**src/rtl/core/assert_macros.svh**
```systemverilog
// assertion macros used by the rtl
`ifndef ASSERT_MACROS_SVH
`define ASSERT_MACROS_SVH
`ifndef SYNTHESIS
`define ASSERT_IMPLIES(label, clk, rst_n, a, b) \
    label: assert property (@(posedge clk) disable iff (!rst_n) (a) |-> (b)) \
        else $error("assertion failed");
`define ASSERT_NEXT(label, clk, rst_n, a, b) \
    label: assert property (@(posedge clk) disable iff (!rst_n) (a) |=> (b)) \
        else $error("assertion failed");
`else
`define ASSERT_IMPLIES(label, clk, rst_n, a, b)
`define ASSERT_NEXT(label, clk, rst_n, a, b)
`endif
`endif

```
**src/rtl/core/trap_pkg.sv**
```systemverilog
// ----------------------------------------------------------------------------
// trap_pkg
// types, codes and constants of the turn response attribute parser
// ----------------------------------------------------------------------------
package trap_pkg;

    localparam int MAX_TEXT_DEFAULT = 128;

    localparam logic [15:0] T_ERROR    = 16'h0009;
    localparam logic [15:0] T_LIFETIME = 16'h000D;
    localparam logic [15:0] T_REALM    = 16'h0014;
    localparam logic [15:0] T_NONCE    = 16'h0015;
    localparam logic [15:0] T_XRELAY   = 16'h0016;

    localparam logic [1:0] KIND_REALM   = 2'd0;
    localparam logic [1:0] KIND_NONCE   = 2'd1;
    localparam logic [1:0] KIND_SUMMARY = 2'd2;

    localparam logic [1:0] ST_OK       = 2'd0;
    localparam logic [1:0] ST_SHORT    = 2'd1;
    localparam logic [1:0] ST_MISMATCH = 2'd2;
    localparam logic [1:0] ST_OVERRUN  = 2'd3;

    localparam logic [1:0] REG_REALM_KNOWN = 2'd0;
    localparam logic [1:0] REG_NONCE_KNOWN = 2'd1;
    localparam logic [1:0] REG_XOR_KEY     = 2'd2;

    localparam logic [31:0] XOR_KEY_RESET = 32'd554869826;

    typedef struct packed {
        logic [7:0] data_byte;
        logic       last_byte;
    } in_word_t;

    typedef struct packed {
        logic [1:0]  kind;
        logic [7:0]  value_byte;
        logic [1:0]  status;
        logic [14:0] error_code;
        logic [15:0] relayed_port;
        logic [31:0] relayed_address;
        logic [31:0] lifetime;
        logic [7:0]  realm_length;
        logic [7:0]  nonce_length;
        logic        run_last;
    } out_word_t;

    // what the front hands to the back for one byte
    typedef struct packed {
        logic       text_valid;
        logic [1:0] text_kind;
        logic [7:0] text_byte;
        logic       sum_valid;
        out_word_t  summary;
    } job_t;

endpackage

```
**src/rtl/core/turn_response_attribute_parser.sv**
```systemverilog
// turn response attribute parser
// a byte's job is registered into the result queue when the byte is accepted
// throughput: one byte per cycle while the queue is not full; a byte with text and summary needs two pops
// the front parser handles each byte as it is accepted, the result queue holds four jobs
// reset: rst_n asynchronous active low resets parse state, queue and registers
// ----------------------------------------------------------------------------
// turn_response_attribute_parser
// stun/turn response parser with configuration port
// ----------------------------------------------------------------------------
module turn_response_attribute_parser #(
    parameter int MAX_TEXT = trap_pkg::MAX_TEXT_DEFAULT
) (
    input  logic                clk,
    input  logic                rst_n,
    input  logic                push,
    output logic                full,
    input  trap_pkg::in_word_t  item_word,
    output logic                empty,
    input  logic                pop,
    output trap_pkg::out_word_t result_word,
    input  logic                psel,
    input  logic                penable,
    input  logic                pwrite,
    input  logic [3:0]          paddr,
    input  logic [31:0]         pwdata,
    output logic [31:0]         prdata,
    output logic                pready
);

    logic        realm_known_reg, nonce_known_reg;
    logic [31:0] xor_key_reg;
    logic        wr_en;
    logic [1:0]  reg_idx;
    trap_pkg::job_t job;
    logic        accept;

    assign pready = 1'b1;
    assign wr_en = psel && penable && pwrite;
    assign reg_idx = paddr[3:2];
    assign accept = push && !full;

    always_comb
    begin
        case (reg_idx)
            trap_pkg::REG_REALM_KNOWN: prdata = {31'd0, realm_known_reg};
            trap_pkg::REG_NONCE_KNOWN: prdata = {31'd0, nonce_known_reg};
            trap_pkg::REG_XOR_KEY:     prdata = xor_key_reg;
            default:                   prdata = 32'd0;
        endcase
    end

    always_ff @(posedge clk or negedge rst_n)
    begin
        if (!rst_n)
        begin
            realm_known_reg <= 1'b0;
            nonce_known_reg <= 1'b0;
            xor_key_reg <= trap_pkg::XOR_KEY_RESET;
        end
        else if (wr_en)
        begin
            case (reg_idx)
                trap_pkg::REG_REALM_KNOWN: realm_known_reg <= pwdata[0];
                trap_pkg::REG_NONCE_KNOWN: nonce_known_reg <= pwdata[0];
                trap_pkg::REG_XOR_KEY:     xor_key_reg <= pwdata;
                default:
                begin
                end
            endcase
        end
    end

    trap_front #(.MAX_TEXT(MAX_TEXT)) u_front (
        .clk(clk),
        .rst_n(rst_n),
        .byte_valid(accept),
        .byte_word(item_word),
        .realm_known(realm_known_reg),
        .nonce_known(nonce_known_reg),
        .xor_key(xor_key_reg),
        .job(job)
    );

    trap_back u_back (
        .clk(clk),
        .rst_n(rst_n),
        .job_push(accept),
        .job_data(job),
        .job_full(full),
        .res_empty(empty),
        .res_pop(pop),
        .res_word(result_word)
    );

endmodule

```
**src/rtl/core/trap_front.sv**
```systemverilog
// ----------------------------------------------------------------------------
// trap_front
// byte parser: header, attribute walk, capture and summary build
// ----------------------------------------------------------------------------
module trap_front #(
    parameter int MAX_TEXT = trap_pkg::MAX_TEXT_DEFAULT
) (
    input  logic              clk,
    input  logic              rst_n,
    input  logic              byte_valid,
    input  trap_pkg::in_word_t byte_word,
    input  logic              realm_known,
    input  logic              nonce_known,
    input  logic [31:0]       xor_key,
    output trap_pkg::job_t    job
);

    localparam logic [2:0] PH_HEADER  = 3'd0;
    localparam logic [2:0] PH_ATTR_HDR = 3'd1;
    localparam logic [2:0] PH_VALUE   = 3'd2;
    localparam logic [2:0] PH_PAD     = 3'd3;
    localparam logic [2:0] PH_DRAIN   = 3'd4;
    localparam logic [2:0] PH_OVERRUN = 3'd5;
    localparam logic [16:0] COUNT_MAX = 17'h1FFFF;
    localparam logic [15:0] MAX_TEXT_W = 16'(MAX_TEXT);

    logic [16:0] byte_count_reg, byte_count_next;
    logic [15:0] msg_len_reg, msg_len_next;
    logic [2:0]  phase_reg, phase_next;
    logic [15:0] attr_type_reg, attr_type_next;
    logic [15:0] attr_rem_reg, attr_rem_next;
    logic [15:0] attr_off_reg, attr_off_next;
    logic [1:0]  pad_rem_reg, pad_rem_next;
    logic [63:0] win_reg, win_next;
    logic [14:0] err_reg, err_next;
    logic [15:0] port_reg, port_next;
    logic [31:0] addr_reg, addr_next;
    logic [31:0] life_reg, life_next;
    logic [7:0]  rlen_reg, rlen_next;
    logic [7:0]  nlen_reg, nlen_next;
    logic        realm_taken_reg, realm_taken_next;

    logic [7:0]  b;
    logic [16:0] pos, end_pos;
    logic [15:0] hlen;
    logic [63:0] fwin;
    logic [7:0]  fin_len_sat;
    logic [1:0]  fin_pad;
    logic        do_finish;
    logic [15:0] fin_len;
    logic [1:0]  st;

    always_comb
    begin
        b = byte_word.data_byte;
        pos = byte_count_reg;
        end_pos = 17'd20 + {1'b0, msg_len_reg};
        byte_count_next = byte_count_reg;
        msg_len_next = msg_len_reg;
        phase_next = phase_reg;
        attr_type_next = attr_type_reg;
        attr_rem_next = attr_rem_reg;
        attr_off_next = attr_off_reg;
        pad_rem_next = pad_rem_reg;
        win_next = win_reg;
        err_next = err_reg;
        port_next = port_reg;
        addr_next = addr_reg;
        life_next = life_reg;
        rlen_next = rlen_reg;
        nlen_next = nlen_reg;
        realm_taken_next = realm_taken_reg;
        do_finish = 1'b0;
        fin_len = attr_off_reg;
        fwin = win_reg;
        hlen = 16'd0;
        job = '0;
        st = trap_pkg::ST_OK;

        if (byte_count_reg < COUNT_MAX)
        begin
            byte_count_next = byte_count_reg + 17'd1;
        end

        case (phase_reg)
            PH_HEADER:
            begin
                if (pos == 17'd2)
                begin
                    msg_len_next[15:8] = b;
                end
                else if (pos == 17'd3)
                begin
                    msg_len_next[7:0] = b;
                end
                if (pos >= 17'd19)
                begin
                    phase_next = PH_ATTR_HDR;
                    attr_off_next = 16'd0;
                    win_next = '0;
                end
            end
            PH_ATTR_HDR:
            begin
                if (attr_off_reg == 16'd0 && ({1'b0, pos} + 18'd4) > {1'b0, end_pos})
                begin
                    phase_next = PH_DRAIN;
                end
                else
                begin
                    case (attr_off_reg[1:0])
                        2'd0: win_next[63:56] = b;
                        2'd1: win_next[55:48] = b;
                        2'd2: win_next[47:40] = b;
                        default: win_next[39:32] = b;
                    endcase
                    attr_off_next = attr_off_reg + 16'd1;
                    if (attr_off_reg >= 16'd3)
                    begin
                        hlen = win_next[47:32];
                        attr_type_next = win_next[63:48];
                        attr_off_next = 16'd0;
                        win_next = '0;
                        // overrun if the value past the already bumped count runs beyond the end
                        if (({2'b0, hlen} + {1'b0, byte_count_next}) > {1'b0, end_pos}
                            || byte_count_next > end_pos)
                        begin
                            phase_next = PH_OVERRUN;
                        end
                        else if (hlen == 16'd0)
                        begin
                            do_finish = 1'b1;
                            fin_len = 16'd0;
                            fwin = '0;
                        end
                        else
                        begin
                            attr_rem_next = hlen;
                            phase_next = PH_VALUE;
                        end
                    end
                end
            end
            PH_VALUE:
            begin
                if (attr_off_reg < MAX_TEXT_W)
                begin
                    if (attr_type_reg == trap_pkg::T_REALM && !realm_known
                        && !realm_taken_reg)
                    begin
                        job.text_valid = 1'b1;
                        job.text_kind = trap_pkg::KIND_REALM;
                        job.text_byte = b;
                    end
                    else if (attr_type_reg == trap_pkg::T_NONCE && !nonce_known)
                    begin
                        job.text_valid = 1'b1;
                        job.text_kind = trap_pkg::KIND_NONCE;
                        job.text_byte = b;
                    end
                end
                if (attr_off_reg < 16'd8)
                begin
                    case (attr_off_reg[2:0])
                        3'd0: win_next[63:56] = b;
                        3'd1: win_next[55:48] = b;
                        3'd2: win_next[47:40] = b;
                        3'd3: win_next[39:32] = b;
                        3'd4: win_next[31:24] = b;
                        3'd5: win_next[23:16] = b;
                        3'd6: win_next[15:8] = b;
                        default: win_next[7:0] = b;
                    endcase
                end
                attr_off_next = attr_off_reg + 16'd1;
                attr_rem_next = attr_rem_reg - 16'd1;
                if (attr_rem_next == 16'd0)
                begin
                    do_finish = 1'b1;
                    fin_len = attr_off_next;
                    fwin = win_next;
                end
            end
            PH_PAD:
            begin
                pad_rem_next = pad_rem_reg - 2'd1;
                if (pad_rem_next == 2'd0)
                begin
                    phase_next = PH_ATTR_HDR;
                end
            end
            default:
            begin
            end
        endcase

        fin_len_sat = (fin_len > MAX_TEXT_W) ? MAX_TEXT_W[7:0] : fin_len[7:0];
        if (do_finish)
        begin
            case (attr_type_next)
                trap_pkg::T_ERROR:
                    err_next = 15'({7'd0, fwin[47:40]} * 15'd100) + {7'd0, fwin[39:32]};
                trap_pkg::T_XRELAY:
                begin
                    port_next = fwin[47:32] ^ xor_key[31:16];
                    addr_next = fwin[31:0] ^ xor_key;
                end
                trap_pkg::T_LIFETIME:
                    life_next = fwin[63:32];
                trap_pkg::T_REALM:
                begin
                    if (!realm_known && !realm_taken_reg && fin_len != 16'd0)
                    begin
                        realm_taken_next = 1'b1;
                        rlen_next = fin_len_sat;
                    end
                end
                trap_pkg::T_NONCE:
                begin
                    if (!nonce_known)
                    begin
                        nlen_next = fin_len_sat;
                    end
                end
                default:
                begin
                end
            endcase
            fin_pad = 2'd0 - fin_len[1:0];
            win_next = '0;
            attr_off_next = 16'd0;
            attr_rem_next = 16'd0;
            if (fin_pad != 2'd0)
            begin
                pad_rem_next = fin_pad;
                phase_next = PH_PAD;
            end
            else
            begin
                phase_next = PH_ATTR_HDR;
            end
        end
        else
        begin
            fin_pad = 2'd0;
        end

        if (byte_word.last_byte)
        begin
            if (byte_count_next < 17'd20)
            begin
                st = trap_pkg::ST_SHORT;
            end
            else if (byte_count_next != 17'd20 + {1'b0, msg_len_next})
            begin
                st = trap_pkg::ST_MISMATCH;
            end
            else if (phase_next == PH_OVERRUN)
            begin
                st = trap_pkg::ST_OVERRUN;
            end
            job.sum_valid = 1'b1;
            job.summary.kind = trap_pkg::KIND_SUMMARY;
            job.summary.status = st;
            job.summary.run_last = 1'b1;
            if (st == trap_pkg::ST_OK || st == trap_pkg::ST_OVERRUN)
            begin
                job.summary.error_code = err_next;
                job.summary.relayed_port = port_next;
                job.summary.relayed_address = addr_next;
                job.summary.lifetime = life_next;
                job.summary.realm_length = rlen_next;
                job.summary.nonce_length = nlen_next;
            end
        end
        if (!byte_valid)
        begin
            job = '0;
        end
    end

    always_ff @(posedge clk or negedge rst_n)
    begin
        if (!rst_n)
        begin
            byte_count_reg <= '0;
            msg_len_reg <= '0;
            phase_reg <= PH_HEADER;
            attr_type_reg <= '0;
            attr_rem_reg <= '0;
            attr_off_reg <= '0;
            pad_rem_reg <= '0;
            win_reg <= '0;
            err_reg <= '0;
            port_reg <= '0;
            addr_reg <= '0;
            life_reg <= '0;
            rlen_reg <= '0;
            nlen_reg <= '0;
            realm_taken_reg <= 1'b0;
        end
        else if (byte_valid)
        begin
            if (byte_word.last_byte)
            begin
                byte_count_reg <= '0;
                msg_len_reg <= '0;
                phase_reg <= PH_HEADER;
                attr_type_reg <= '0;
                attr_rem_reg <= '0;
                attr_off_reg <= '0;
                pad_rem_reg <= '0;
                win_reg <= '0;
                err_reg <= '0;
                port_reg <= '0;
                addr_reg <= '0;
                life_reg <= '0;
                rlen_reg <= '0;
                nlen_reg <= '0;
                realm_taken_reg <= 1'b0;
            end
            else
            begin
                byte_count_reg <= byte_count_next;
                msg_len_reg <= msg_len_next;
                phase_reg <= phase_next;
                attr_type_reg <= attr_type_next;
                attr_rem_reg <= attr_rem_next;
                attr_off_reg <= attr_off_next;
                pad_rem_reg <= pad_rem_next;
                win_reg <= win_next;
                err_reg <= err_next;
                port_reg <= port_next;
                addr_reg <= addr_next;
                life_reg <= life_next;
                rlen_reg <= rlen_next;
                nlen_reg <= nlen_next;
                realm_taken_reg <= realm_taken_next;
            end
        end
    end

endmodule

```
**src/rtl/core/trap_back.sv**
```systemverilog
// ----------------------------------------------------------------------------
// trap_back
// job queue and result emitter: splits a job into one or two result words
// ----------------------------------------------------------------------------
`include "assert_macros.svh"

module trap_back (
    input  logic                clk,
    input  logic                rst_n,
    input  logic                job_push,
    input  trap_pkg::job_t      job_data,
    output logic                job_full,
    output logic                res_empty,
    input  logic                res_pop,
    output trap_pkg::out_word_t res_word
);

    localparam int DEPTH = 4;
    localparam int AW = $clog2(DEPTH);

    trap_pkg::job_t mem [DEPTH];
    logic [AW-1:0] wr_ptr_reg, rd_ptr_reg;
    logic [AW:0]   count_reg;
    logic          half_reg;  // text word of the head job already sent
    trap_pkg::job_t head;
    logic          has_text, two, head_done;
    logic          push_ok, pop_ok;

    always_comb
    begin
        head = mem[rd_ptr_reg];
        has_text = head.text_valid && !half_reg;
        two = has_text && head.sum_valid;
        res_empty = (count_reg == '0);
        res_word = head.summary;
        if (has_text)
        begin
            res_word = '0;
            res_word.kind = head.text_kind;
            res_word.value_byte = head.text_byte;
            res_word.run_last = !two;
        end
        job_full = (count_reg == (AW+1)'(DEPTH));
        pop_ok = res_pop && !res_empty;
        head_done = pop_ok && !two;
        // bytes with no result are dropped at the door
        push_ok = job_push && !job_full && (job_data.text_valid || job_data.sum_valid);
    end

    always_ff @(posedge clk)
    begin
        if (push_ok)
        begin
            mem[wr_ptr_reg] <= job_data;
        end
    end

    always_ff @(posedge clk or negedge rst_n)
    begin
        if (!rst_n)
        begin
            wr_ptr_reg <= '0;
            rd_ptr_reg <= '0;
            count_reg <= '0;
            half_reg <= 1'b0;
        end
        else
        begin
            if (push_ok)
            begin
                wr_ptr_reg <= wr_ptr_reg + AW'(1);
            end
            if (head_done)
            begin
                rd_ptr_reg <= rd_ptr_reg + AW'(1);
                half_reg <= 1'b0;
            end
            else if (pop_ok)
            begin
                half_reg <= 1'b1;
            end
            count_reg <= count_reg + (AW+1)'(push_ok) - (AW+1)'(head_done);
        end
    end

    `ASSERT_IMPLIES(a_count_range, clk, rst_n, 1'b1, count_reg <= (AW+1)'(DEPTH))
    `ASSERT_IMPLIES(a_half_needs_job, clk, rst_n, half_reg, count_reg != '0)
    `ASSERT_NEXT(a_split_second, clk, rst_n, pop_ok && two, half_reg)

endmodule
```
**config.mk**
```make
export PLATFORM = sky130hd
export DESIGN_NAME = turn_response_attribute_parser
export DESIGN_NICKNAME = d
export VERILOG_FILES = /design/src/rtl/core/trap_pkg.sv /design/src/rtl/core/turn_response_attribute_parser.sv /design/src/rtl/core/trap_front.sv /design/src/rtl/core/trap_back.sv
export VERILOG_INCLUDE_DIRS = /design/src /design/src/rtl/core
export SDC_FILE = /design/constraint.sdc
export NUM_CORES = 2
export LEC_CHECK = 0
export ABC_AREA = 1
export BUFFER_PORTS_ARGS = -buffer_cell sky130_fd_sc_hd__buf_2
export CAP_MARGIN = 20
export CELL_PAD_IN_SITES_DETAIL_PLACEMENT = 1
export CELL_PAD_IN_SITES_GLOBAL_PLACEMENT = 2
export CORE_AREA = 3 3 343 345
export CTS_BUF_LIST = sky130_fd_sc_hd__clkbuf_4 sky130_fd_sc_hd__clkbuf_8
export DETAILED_ROUTE_END_ITERATION = 8
export DIE_AREA = 0 0 346 348
export PLACE_DENSITY = 0.82
export RECOVER_POWER = 25
export SETUP_SLACK_MARGIN = 0.05
export SYNTH_ARGS = -nofsm -noshare
export SYNTH_HDL_FRONTEND = slang
export SYNTH_HIERARCHICAL = 1
export SYNTH_SLANG_ARGS = --single-unit
export TNS_END_PERCENT = 30
```
**constraint.sdc**
```tcl
create_clock -name clk -period 12.1 [get_ports clk]
set_input_delay 1.21 -clock clk [delete_from_list [all_inputs] [get_ports clk]]
set_output_delay 1.21 -clock clk [all_outputs]
set_load 0.005 [all_outputs]
```
* Word-level counts from Yosys, hierarchy flattened
Memory sizes are Yosys's and may differ from the RTL's.
Index checks and enable logic that the tools add are counted.
Widths: inputs -> output; s select.
** Storage, ports and cells
- Register bits after elaboration :: 304
- Bits in latches :: 0
- Bits in writable memories :: 544
- Memory bits (read-only) :: 0
- Input port bits :: 52
- Output and inout bits :: 159
- Logic and storage cells :: 256
- Memories :: 1
** Memories
- u_back.mem :: depth 4, bits a word 136, read ports 1, clocked after Yosys merged registers in 0, write ports 1, line trap_back.sv:21 : trap_pkg::job_t mem [DEPTH];
** Cells by class
- Add/subtract/negate cells :: 14
- Multipliers :: 1
- Divide/modulo/power cells :: 0
- $lt $le $gt $ge :: 10
- Eq/ne operators :: 31
- Shift operators :: 0
- Mux-type cells :: 122
- Bitwise operators :: 2
- Reduce and logical (&&, ||, !) cells :: 52
** Operators by type and width (number)
- $mux 64 :: 11
- $mux 16 :: 25
- $mux 8 :: 28
- $mux 32 :: 6
- $pmux 64 s3 :: 1
- $mux 136 :: 1
- $pmux 64 s2 :: 1
- $mux 124 :: 1
- $mux 114 :: 1
- $mux 111 :: 1
- $pmux 32 s3 :: 1
- $eq 16x5->1 const B :: 5
- $pmux 16 s2 :: 2
- $logic_not 16->1 :: 3
- $pmux 16 s3 :: 1
- $mux 15 :: 3
- $mux 11 :: 4
- $gt 18x17->1 :: 2
- $add 5x16->17 const A :: 2
- $eq 17x2->1 const B :: 2
- $mux 17 :: 2
- $eq 16x4->1 const B :: 2
- $xor 32x32->32 :: 1
- $mux 3 :: 9
- 48 further kinds :: 117

* Longest topological paths before layout
- Depth after elaboration :: 30
- Mapped depth :: 58
- Depth with buffers taken out :: 56

* Modules after synthesis
The synthesis kept the hierarchy.
** By module, submodules not included
- trap_front :: instances 1, cells each 3425, area each 22517.8 um^2, seq. area each 6556.3 um^2
- trap_back :: instances 1, cells each 1657, area each 21673.3 um^2, seq. area each 16535.9 um^2
- turn_response_attribute_parser :: instances 1, cells each 228, area each 1681.6 um^2, seq. area each 862.1 um^2

* Worst setup path after synthesis
No wires, ideal clock.
- Kind :: input-to-reg
- From :: input push
- To :: memory u_back/mem[0][0] in the netlist's numbering (enable)
- Library setup time :: 634 ps
- Arrival time :: 8740 ps
- Data required time :: 11466 ps
- Slack :: 2726 ps
- Stages on the path :: 8
- Buffers on the path :: 0
- Cells stage by stage :: inv_1 nor2_1 clkinv_1 nor3_1 nand4_1 a2111oi_0 o221ai_2 nor2_1
** RTL lines
- from (decl) :: line turn_response_attribute_parser.sv:15 : input logic push,
- to (decl) :: line trap_back.sv:21

==> summary.md <==
| Metric | Value |
|---|---|
| Status | finished with violations |
| Failing checks | capacitance limit, slew limit |
| Combinational power share | 34.1% |
| Minimum clock period | 10.40 ns |
| Post-synthesis mux area share | 0% |
| Largest area contributor in the netlist | edfxtp_1 |
| Clock power share | 30.7% |
| Area occupied by registers | 23960 µm² |
| Initial DRT Pass Iterations | 6 |
| Max reg flops | 544 |
| First-pass GRT wire length | 234.8 mm |
| Largest delay share family, worst path | buffers and inverters |
| Setup Buffers After CTS | 0 |
| Clk_lat worst skew | 0.86 ns |
| DR iter-0 viols | 2947 |
| Placer Congestion | 0.8538 |
| # fillers | 13.64k |
| Primary FF master, synth | edfxtp_1 |
| Max cap viols | 11 |
| Kind of critical path | reg2reg |
| CP required | 12.55 ns |
| Synthesized area per cell | 8.639 µm² |
| R2r worst-path depth | 13 |
| Rel. slew slack | -194.9% |
| Post-synthesis cell area | 45870 µm² |
| Core box area | 114500 µm² |
| Flop pwr share | 35.2% |
| Period Utilization, post-route | 85.94% |
| Clk sinks | 848 |
| Max Clock Skew | 0.06821 ns |
| CP Data Arrival Time | 10.85 ns |
| Ports | 211 |
| Share of post-route cells with drive strength above 1 | 12.48% |
| Total power | 9.599 mW |
| GRT Total Usage | 25.11% |
| Cell Int Power | 5.877 mW |
| CTS root buf | clkbuf_8 |
| Htree depth | 4 |
| Slew @ Worst Pin | 4.424 ns |
| Psw | 3.722 mW |
| DRC | 0 |
| Fraction of registers with async set or reset after synthesis | 35.85% |
| Vias in the first global route | 38.64k |
| XOR/XNOR share of the synthesized area | 2.365% |
| Cell area power density | 187.7 nW/µm² |
| Worst setup EP type | flop |
| GR Overflow Total | 0 |
| P_leak | 22.14 nW |
| Synthesized instance count | 5310 |
| Commonest cells post-synth | nand2_1 (1311), nor2_1 (585), edfxtp_1 (544), o21ai_0 (488), inv_1 (452) |
| Crit path from | u_back/count_reg[1] |
| Initial antenna violation count | 4 |
| Unrepaired setup endpoints after global routing | no |
| Post-synthesis register bit count | 848 |
| Startpoint Class | flop |
| Compound-Gate Fraction of Synth Area | 13.30% |
| Area overhead of the layout relative to synthesis | 11.50% |
| Total CTS buffers | 150 |
| Clk pin slew, worst setup/hold paths | 0.06 ns |
| Post-Synth Simple-Gate Area | 20.99% |
| Die Y | 348 µm |
| Post-Layout Cell Count | 7094 |
| Adder-cell area share of the yosys netlist | 3.562% |
| Width of the die | 346 µm |
| CTS max path bufs | 3 |
| Yosys Warn Count | 6 |
| Critical path's slowest cell | clkinvlp_2 |
| Max Clk Rate | 96.17 MHz |
| DR WL/cell | 21.57 µm |
| Worst path max stage delay | 3.07 ns |
| Share of Yosys cell area claimed by the top area cell type | 35.61% |
| Largest family of logic cells by synthesized area | simple AND/OR/NAND/NOR gates |
| Multi-input logic area | 18530 µm² |
| Register area share after synthesis | 52.22% |
| Final setup vio count | 0 |
| Area contributors post-synth | edfxtp_1 (36%), dfrtp_1 (16%), nand2_1 (11%) |
| Vias per Instance | 5.380 |
| Hold Crit Class | reg2reg |
| Dpl cells | 6810 |
| Setup crit end | u_back/mem[3][52] |
| R2R Path End | u_back/mem[3][52] |
| Setup TNS Final | 0 ns |
| Die ar. | 120400 µm² |
| Port bufs | 207 |
| Post-synth EDFFs | 544 |
| Most common cell in the synthesized netlist | nand2_1 |
| Worst IR Drop VDD | 114.3 µV |
| Critical register-to-register path startpoint | u_back/count_reg[1] |
| Initial Util | 40.06% |
| Cell variety after synth | 62 |
| R2R setup slack | 1.70 ns |
| Nets | 5632 |
| Fin. Hold Viols | 0 |
| Total Wirelength | 153.1 mm |
| Pin count of the biggest net entering global routing | 168 |
| Crit-path max FO | 113 |
| Detailed placer's ending HPWL | 102.3 mm |
| Detailed-route via count | 38.17k |
| Switching fraction of total power | 38.78% |
| Worst-path cell chain | inv_1, nand2_1, nor2_1, nor2_4, clkbuf_1, clkinvlp_2, nor3_1, nand4_1, a2111oi_0, clkbuf_1, o221ai_2, nor2_4, buf_12 |
| FP Rows | 124 |
| Routed Antenna Nets | 0 |
| CTS tree | yes |
| Critical path depth | 13 |
| Post-cts gate resize count | 0 |
| Slew Limit Fails | 652 |
| Buffer and inverter count on the worst path | 5 |
| Hold_buf cts | 0 |
[power groups by stage]
stage	clock [mW]	combinational [mW]	sequential (mW)
final	2.95	3.28	3.38
after global routing	3.16	3.67	3.39
after CTS	3.03	3.29	3.38
after detailed placement	0	3.28	3.44
after global placement	0	3.21	3.43
after floorplan	0	2.14	3.38
[worst min path at each step]
stage                          from  cells after the start                   end  slack (ns)
2_1_floorplan   u_front/nlen_reg[2]                      2   u_front/nlen_reg[2]        0.44
3_3_place_gp    u_front/nlen_reg[0]                      2   u_front/nlen_reg[0]        0.45
3_5_place_dp   u_front/addr_reg[13]                      2  u_front/addr_reg[13]        0.46
4_1_cts                       rst_n                      1   u_front/port_reg[0]        0.27
5_1_grt         u_front/addr_reg[5]                      2   u_front/addr_reg[5]        0.49
6_report       u_front/addr_reg[13]                      2  u_front/addr_reg[13]        0.47
[final cells by class]
class                      instances  share of cell area [%]
clock inverter                    60                   1.206
inverter                         495                   3.643
multi-input combinational       3683                   36.23
sequential                       848                   46.84
timing repair buffer             275                   3.046
tap                             1512                   3.699
antenna                            3                 0.01468
clock buffer                     218                   5.316
[cell families after synthesis]
family | after synthesis
AO/OA/AOI/OAI | 1093
XOR/XNOR | 123
adder cells (fa/ha/maj) | 127
buffers and inverters | 788
flip-flops | 848
other | 2
AND/OR/NAND/NOR | 2329
[worst min-delay path: stages (launching register included)]
cell and delay [ns]:
dfrtp_1 0.34, nand2_1 0.05, nand2_1 0.06
[metal layers]
metal / share of wire, % / wire length, µm / track usage, %
met1: 46 / 71130 / 35.26
met2: 47 / 71210 / 40.75
met3: 4.9 / 7474 / 3.787
met4: 2.1 / 3215 / 6.628
met5: 0.018 / 27 / 0
[cell usage in the layout, fill, tap and decap left out, types with 37 or more instances in the layout]
cell type  instances
xor2_1           109
ha_1             121
nor3_1            54
nor2_1           580
buf_2            171
buf_4             54
nand2_2           40
inv_1            452
clkbuf_1          41
o22ai_1          209
clkbuf_4          45
o21ai_1          153
a21oi_1          135
dfrtp_1          294
o21ai_2           37
o21ai_0          488
clkbuf_8         173
edfxtp_1         544
nand3_1          201
inv_2             37
nand2_1         1313
[through the flow]
step                      hold WS [ns]  worst slack (ns)  utilization (%)  cell area, µm²
after floorplan                 0.4414             2.726                -           45910
final                           0.4740             1.701            44.67           51150
after global placement          0.4534             2.439            41.83           47890
after global routing            0.4935             1.216            44.67           51140
after CTS                       0.2720             2.333            44.74           51230
after detailed placement        0.4617             2.293            41.83           47890
Note: power is estimated with default switching activity, not from simulation.
